**config.mk**
```make
export PLATFORM = sky130hd
export DESIGN_NAME = i2c_master_line_sequencer
export DESIGN_NICKNAME = d
export VERILOG_FILES = /design/src/hw/rtl/i2cms_pkg.sv /design/src/hw/rtl/i2cms_core.sv /design/src/hw/rtl/i2c_master_line_sequencer.sv
export SDC_FILE = /design/constraint.sdc
export NUM_CORES = 1
export LEC_CHECK = 0
export BUFFER_PORTS_ARGS = -buffer_cell sky130_fd_sc_hd__buf_2
export CAP_MARGIN = 20
export CORE_AREA = 2 2 85 87
export DETAILED_ROUTE_END_ITERATION = 8
export DIE_AREA = 0 0 87 89
export PLACE_DENSITY = 0.74
export SETUP_SLACK_MARGIN = 0.3
export SLEW_MARGIN = 20
export SYNTH_ARGS = -nofsm -noshare
export SYNTH_HDL_FRONTEND = slang
export SYNTH_HIERARCHICAL = 1
export SYNTH_SLANG_ARGS = --single-unit
```
**constraint.sdc**
```tcl
create_clock -name clk -period 2.9 [get_ports clk]
set_clock_uncertainty 0.05 [all_clocks]
set_input_delay 0.58 -clock clk [delete_from_list [all_inputs] [get_ports clk]]
set_output_delay 0.58 -clock clk [all_outputs]
set_load 0.05 [all_outputs]
```
**src/hw/rtl/i2cms_pkg.sv**
```systemverilog
`timescale 1ns / 1ps

package i2cms_pkg;

  // Command codes
  typedef enum logic [2:0] {
    OP_START = 3'd0,
    OP_STOP  = 3'd1,
    OP_WRITE = 3'd2,
    OP_READ  = 3'd3,
    OP_SACK  = 3'd4,
    OP_RACK  = 3'd5
  } op_t;

  localparam int unsigned STEP_W = 6;

  // Sequencer state
  typedef struct packed {
    logic              running;
    op_t               cmd;
    logic [STEP_W-1:0] step;
    logic [1:0]        phase;   // position inside one bit slot
    logic [2:0]        bitn;    // bit slot, MSB first
    logic [7:0]        shift_out;
    logic [7:0]        shift_in;
    logic              ack_hold;
    logic              scl;
    logic              sda;
  } seq_state_t;

  localparam seq_state_t SEQ_RESET = '{
    running:   1'b0,
    cmd:       OP_START,
    step:      '0,
    phase:     2'd0,
    bitn:      3'd0,
    shift_out: 8'h00,
    shift_in:  8'h00,
    ack_hold:  1'b1,
    scl:       1'b1,
    sda:       1'b1
  };

  // One result beat
  typedef struct packed {
    logic       scl_level;
    logic       sda_level;
    logic       busy_res;
    logic       done_res;
    logic [7:0] rx_data;
    logic       ack_seen;
  } seq_result_t;

  // Index of the final step of each command
  function automatic logic [STEP_W-1:0] last_step(input op_t cmd);
    logic [STEP_W-1:0] r;
    r = 6'd3;
    unique case (cmd)
      OP_START: r = 6'd3;
      OP_STOP:  r = 6'd2;
      OP_WRITE: r = 6'd23;
      OP_READ:  r = 6'd32;
      OP_SACK:  r = 6'd2;
      OP_RACK:  r = 6'd3;
      default:  r = 6'd3;
    endcase
    return r;
  endfunction

endpackage

```
**src/hw/rtl/i2cms_core.sv**
```systemverilog
`timescale 1ns / 1ps

// Next-state and result logic for one line step.
module i2cms_core (
  input  i2cms_pkg::seq_state_t  cur,
  input  logic                   cmd_valid,
  input  logic [2:0]             opcode,
  input  logic [7:0]             tx_byte,
  input  logic                   ack_level,
  input  logic                   sda_in,
  output i2cms_pkg::seq_state_t  nxt,
  output i2cms_pkg::seq_result_t res
);

  i2cms_pkg::seq_state_t st;
  i2cms_pkg::seq_state_t nx;
  logic                  start;
  logic                  busy;
  logic                  done;

  always_comb begin
    st    = cur;
    busy  = 1'b0;
    done  = 1'b0;
    start = !cur.running && cmd_valid &&
            (opcode <= 3'(i2cms_pkg::OP_RACK));

    // Launch a new command from idle
    if (start) begin
      st.running = 1'b1;
      st.cmd     = i2cms_pkg::op_t'(opcode);
      st.step    = '0;
      st.phase   = 2'd0;
      st.bitn    = 3'd0;
      if (st.cmd == i2cms_pkg::OP_WRITE) st.shift_out = tx_byte;
      if (st.cmd == i2cms_pkg::OP_READ)  st.shift_in  = 8'h00;
      if (st.cmd == i2cms_pkg::OP_SACK)  st.sda       = ack_level;
    end

    nx = st;

    if (st.running) begin
      busy = 1'b1;

      // Pin action for this step
      unique case (st.cmd)
        i2cms_pkg::OP_START: begin
          unique case (st.step)
            6'd0:    nx.sda = 1'b1;
            6'd1:    nx.scl = 1'b1;
            6'd2:    nx.sda = 1'b0;
            default: nx.scl = 1'b0;
          endcase
        end
        i2cms_pkg::OP_STOP: begin
          unique case (st.step)
            6'd0:    nx.sda = 1'b0;
            6'd1:    nx.scl = 1'b1;
            default: nx.sda = 1'b1;
          endcase
        end
        i2cms_pkg::OP_WRITE: begin
          unique case (st.phase)
            2'd0:    nx.sda = st.shift_out[3'd7 - st.bitn];
            2'd1:    nx.scl = 1'b1;
            default: nx.scl = 1'b0;
          endcase
        end
        i2cms_pkg::OP_READ: begin
          if (st.step == '0) begin
            nx.sda = 1'b1;
          end else begin
            unique case (st.phase)
              2'd0: nx.scl = 1'b0;
              2'd1: nx.scl = 1'b1;
              2'd2: begin
                if (sda_in) nx.shift_in[3'd7 - st.bitn] = 1'b1;
              end
              default: nx.scl = 1'b0;
            endcase
          end
        end
        i2cms_pkg::OP_SACK: begin
          // step 0 drove SDA at launch
          if (st.step == 6'd1)      nx.scl = 1'b1;
          else if (st.step == 6'd2) nx.scl = 1'b0;
        end
        i2cms_pkg::OP_RACK: begin
          unique case (st.step)
            6'd0:    nx.sda = 1'b1;
            6'd1:    nx.scl = 1'b1;
            6'd2:    nx.ack_hold = sda_in;
            default: nx.scl = 1'b0;
          endcase
        end
        default: ;
      endcase

      // Step bookkeeping
      if (st.step == i2cms_pkg::last_step(st.cmd)) begin
        done       = 1'b1;
        nx.running = 1'b0;
        nx.step    = '0;
      end else begin
        nx.step = st.step + 6'd1;
        if (st.cmd == i2cms_pkg::OP_WRITE) begin
          if (st.phase == 2'd2) begin
            nx.phase = 2'd0;
            nx.bitn  = st.bitn + 3'd1;
          end else begin
            nx.phase = st.phase + 2'd1;
          end
        end else if (st.cmd == i2cms_pkg::OP_READ && st.step != '0) begin
          if (st.phase == 2'd3) begin
            nx.phase = 2'd0;
            nx.bitn  = st.bitn + 3'd1;
          end else begin
            nx.phase = st.phase + 2'd1;
          end
        end
      end
    end
  end

  assign nxt = nx;

  assign res = '{
    scl_level: nx.scl,
    sda_level: nx.sda,
    busy_res:  busy,
    done_res:  done,
    rx_data:   nx.shift_in,
    ack_seen:  nx.ack_hold
  };

endmodule

```
**src/hw/rtl/i2c_master_line_sequencer.sv**
```systemverilog
`timescale 1ns / 1ps
// A result beat is registered and appears in the cycle after its input beat is accepted.
// One input beat per cycle unless stalled; each is one line step and gives one result beat.
// The output register holds a stalled result; input is taken whenever it is free or draining.
// Reset (synchronous, rst_n low): idle, both lines released, ack seen = 1, no result pending.

module i2c_master_line_sequencer (
  input  logic        clk,
  input  logic        rst_n,
  // input beat
  input  logic        in_tvalid,
  output logic        in_tready,
  input  logic [15:0] in_tdata,   // tx_byte[7:0], ack_level[8], sda_in[9], zero[15:10]
  input  logic [3:0]  in_tuser,   // cmd_valid[0], opcode[3:1]
  // result beat
  output logic        out_tvalid,
  input  logic        out_tready,
  output logic [15:0] out_tdata,  // scl_level[0], sda_level[1], busy_res[2],
                                  // rx_data[10:3], ack_seen[11], zero[15:12]
  output logic        out_tlast   // done_res
);

  i2cms_pkg::seq_state_t  st_r, st_nxt;
  i2cms_pkg::seq_result_t res_r, res_nxt;
  logic                   out_valid_r;
  logic                   in_fire;

  assign in_tready = !out_valid_r || out_tready;
  assign in_fire   = in_tvalid && in_tready;

  // Step logic
  i2cms_core u_core (
    .cur       (st_r),
    .cmd_valid (in_tuser[0]),
    .opcode    (in_tuser[3:1]),
    .tx_byte   (in_tdata[7:0]),
    .ack_level (in_tdata[8]),
    .sda_in    (in_tdata[9]),
    .nxt       (st_nxt),
    .res       (res_nxt)
  );

  // Sequencer state
  always_ff @(posedge clk) begin
    if (!rst_n) begin
      st_r <= i2cms_pkg::SEQ_RESET;
    end else if (in_fire) begin
      st_r <= st_nxt;
    end
  end

  // Result register
  always_ff @(posedge clk) begin
    if (!rst_n) begin
      out_valid_r <= 1'b0;
    end else if (in_tready) begin
      out_valid_r <= in_tvalid;
    end
  end

  always_ff @(posedge clk) begin
    if (in_fire) begin
      res_r <= res_nxt;
    end
  end

  assign out_tvalid = out_valid_r;
  assign out_tlast  = res_r.done_res;
  assign out_tdata  = {4'b0000, res_r.ack_seen, res_r.rx_data, res_r.busy_res,
                       res_r.sda_level, res_r.scl_level};

endmodule

```
-- After elaboration in Yosys (flattened, before gate mapping)
Cells that the tools add are included.
W data, S select, Z words.
- word-level logic and storage cells: 99
- register bits after elaboration: 48
- input bits: 24
- output and inout port bits: 19
- add/sub/neg operators: 4
- bitwise logic cells: 1
- reductions and logical operators: 16
- magnitude comparators: 3
- multiplexer cells: 44
- eq/ne operators: 14
- operator list (cell ; number):
    $mux W8 ; 6
    $mux W31 ; 1
    $mux W11 ; 2
    $pmux W6 S3 ; 1
    $mux W1 ; 16
    $mux W5 ; 3
    $eq A3 B2 Y1 const B ; 4
    $mux W6 ; 2
    $pmux W1 S2 ; 5
    $eq A3 B3 Y1 const B ; 3
    $or A8 B8 Y8 ; 1
    $reduce_or A2 Y1 ; 4
    $add A6 B1 Y6 const B ; 1
    $eq A6 B1 Y1 const B ; 1
    $eq A6 B2 Y1 const B ; 1
    $eq A6 B6 Y1 ; 1
    $logic_not A6 Y1 ; 1
    $mux W3 ; 2
    $reduce_bool A6 Y1 ; 1
    $logic_and A1 B1 Y1 ; 5
    $pmux W1 S5 ; 1
    $eq A2 B2 Y1 const B ; 2
    $lt A3 B4 Y1 const B ; 1
    $mux W2 ; 2
    other kinds (14) ; 15

-- Longest topological paths before layout
- word-level depth: 15
- depth in mapped cells: 13
- mapped depth without buffers: 12

-- By module
Netlist, hierarchy kept.
- by module, submodules not included (module ; sequential area each (um2) ; area an instance (um2) ; times used ; cells an instance):
    i2c_master_line_sequencer ; 1091.0 ; 1846.8 ; 1 ; 170
    i2cms_core ; 0.0 ; 1475.2 ; 1 ; 213

-- Worst setup path before layout
Ideal clock, no wire load.
- path type: input port to flip-flop
- from: input port in_tuser[0]
- to: register res_r (netlist bit out_tdata[0]), data pin
- library setup time: 251 ps
- slack: 156 ps
- arrival: 2443 ps
- cell stages on the path: 11
- required time: 2599 ps
- path through: nor2b_1 > nand2_1 > clkbuf_1 > nand2_1 > ha_1 > nand2_1 > a21boi_0 > o211ai_1 > a21oi_1 > o32a_1 > buf_4
- RTL lines (element ; line ; text):
    start: declaration ; i2c_master_line_sequencer.sv:14 ; input logic [3:0] in_tuser,
    end signal: assignment ; i2c_master_line_sequencer.sv:63 ; res_r <= res_nxt;
    end: declaration ; i2c_master_line_sequencer.sv:24 ; i2cms_pkg::seq_result_t res_r, res_nxt;

==> flow_metrics.tcl <==
set metrics [dict create \
    ir_drop_mv 0.205 \
    synth.most_common_cell "nand2_1" \
    min_period_ns 2.53 \
    setup_viol 0 \
    rows 30 \
    synthArstFlopShare_pct 0 \
    leakage_nw 1.46 \
    insertion_delay_ns 0.31 \
    synth_common_cells "nand2_1, dfxtp_1, mux2i_1, buf_4, nand3_1" \
    period_share_pct 87.2 \
    grt_max_degree 48 \
    grt_pass1_wl_mm 12.3 \
    dp_slack_ns 0.0320 \
    clock-sinks 48 \
    start_util_pct 49.4 \
    routed_wl_mm 7.39 \
    switchingPower_w 0.000487 \
    antenna_left 0 \
    tns_ns 0 \
    layout.nets 445 \
    crit_arrival_ns 2.66 \
    avgSynthCellArea_um2 8.67 \
    dp_hpwl_mm 5.22 \
    drcViolationCount 0 \
    wire_per_inst_um 14.9 \
    die_w_um 87 \
    place_congestion 0.902 \
    path_max_fanout 7 \
    syn_area_um2 3320 \
    htreeDepth 2 \
    max_freq_mhz 395 \
    die_area_um2 7740 \
    first_pass_iters 4 \
    finalMaxSlewViolations 0 \
    intPower_w 0.00109 \
    cp-end-kind "flop" \
    drive_gt1_share_pct 24.8 \
    dp.cells 484 \
    drt_iter0_drc 211 \
    via_count 2848 \
    grt_remaining_overflow 0 \
    num_antenna_cells 0 \
    gr-usage-all-layers_pct 19.9 \
    cts_buffers 5 \
    hold_viol_final 0 \
    port_buffers 32 \
    hold_depth 2 \
    die_h_um 89 \
    hold_path.class "flop to flop" \
    critPathRequiredTime_ns 3.03 \
    cpPeakStageDelay_ns 0.53 \
    area_growth_pct 11.0 \
    path_cells "or4_4 > o32a_1 > and3_1 > o211ai_1 > a21oi_1 > o32a_1 > nand3_1 > o211ai_1" \
    num_io_pins 43 \
    core_um2 6720 \
    netlist.top_cell.by_area "dfxtp_1" \
    tightest_slew_ns 0.751 \
    clock_path_buffers 2 \
    antenna_found_initial 0 \
    p_comb_share_pct 21.1 \
    ys.flop_type "dfxtp_1" \
    synth.distinct_cells 74 \
    fill_cells 601 \
    p_sw_share_pct 31.0 \
    synth.area.top_cells "dfxtp_1, edfxtp_1, mux2i_1, nand2_1, buf_4" \
    startpoint_type "flop" \
    synth_seq_cells 48 \
    clk_pin_slew_ns 0.10 \
    vias_per_cell 5.75 \
    synth-seq-area-share_pct 32.8 \
    r2r_slack_ns 0.37 \
    fin_cells 495 \
    drv_cap 0 \
    utilization_pct 54.9 \
    power_frac_seq_pct 46.2 \
    grt_setup_unrepaired "true" \
    worstRegToRegCells 8 \
    slowest_stage "or4_4" \
    synth_enable_flop_cells 13 \
    path_class "flop to flop" \
    yosys_warnings 6 \
    slew_headroom_pct 50.0 \
    root_buffer "clkbuf_8" \
    p_clk_share_pct 32.7 \
    worst_slack_ns 0.370 \
    outcome "finished, final reports clean" \
    yosysTopAreaCellShare_pct 21.1 \
    grt_pass1_vias 2651 \
    tritoncts "built" \
    powerDensity_nw_per_um2 427 \
    syn_inst 383 \
]
==> stage by stage <==
step	hold slack [ns]	instance area (µm²)	power (W)
detailed placement	0.400	3500	0.00107
global placement	0.393	3500	0.00106
floorplan	0.385	3340	0.00101
finish	0.419	3690	0.00157
CTS	0.418	3610	0.00157
global route	0.444	3690	0.00164
==> power by group through the flow <==
stage          clock network [W]  registers (W)  logic [W]
2_1_floorplan                  0       0.000782   0.000226
3_3_place_gp                   0       0.000741   0.000319
3_5_place_dp                   0       0.000742   0.000323
4_1_cts                 0.000520       0.000727   0.000324
5_1_grt                 0.000549       0.000730   0.000358
6_report                0.000514       0.000726   0.000331
==> path summary, 6_finish.rpt <==
check | start | endpoint
setup / recovery | st_r[27] | st_r[1]
hold reg to reg | st_r[23] | st_r[23]
hold / removal | st_r[23] | st_r[23]
setup reg to reg | st_r[27] | st_r[1]
==> area by class of cell <==
class | count | area (µm²) | area share, %
Timing Repair Buffer | 57 | 352 | 9.54
Tap cell | 80 | 100 | 2.72
Inverter | 19 | 76.3 | 2.07
Clock buffer | 5 | 68.8 | 1.87
Sequential cell | 48 | 1100 | 29.8
Multi-Input combinational cell | 283 | 1950 | 52.8
Clock inverter | 3 | 46.3 | 1.26
==> registers in the layout, indices dropped and copies added, names as in the netlist <==
name / flops
out_tdata: 12
out_tlast: 1
out_tvalid: 1
st_r: 34
==> cell usage in the layout, fill, tap and decap left out, types with 3 or more instances in the layout <==
master,count
o22ai_1,3
buf_2,32
o21ai_2,3
nand4_1,6
nand3b_1,3
o31ai_1,5
nand2_1,86
clkbuf_8,5
dfxtp_1,32
a21oi_1,11
mux2_2,8
nand2b_1,3
conb_1,4
ha_1,7
nand3_1,17
buf_4,24
o32a_1,3
o211ai_1,7
inv_1,16
nor2_1,9
o21ai_0,7
edfxtp_1,13
nor4_1,3
nor2b_1,3
mux2i_1,34
==> critical path, delay by kind of cell (launching register included) <==
family	cells	cell delay, ns
simple gates	3	0.82
flops	1	0.37
compound gates	5	1.15
==> logic make-up after synthesis <==
| logic type | count (synthesis) | synth area share [%] |
|---|---|---|
| simple gates | 149 | 21.5 |
| compound gates | 76 | 17.5 |
| buf+inv | 55 | 10.2 |
| flops | 48 | 32.8 |
| mux | 45 | 14.8 |
| fa+ha+maj | 7 | 2.64 |
| xor+xnor | 2 | 0.527 |
| other cells | 1 | 0.113 |
==> what timing repair did <==
action,in CTS,in global routing
endpoints found under the setup margin,0,21
buffers inserted,0,3
hold buffers,0,0
gates resized for setup,0,15
==> metal layers <==
layer	track usage, %	vias to the layer above	part of all wire, %
met1	26.9	1352	47
met4	6.82	0	1.5
met5	0	-	0
met3	3.23	9	3.9
li1	-	1416	-
met2	32.4	71	48
Power figures use the tool's default switching activity.
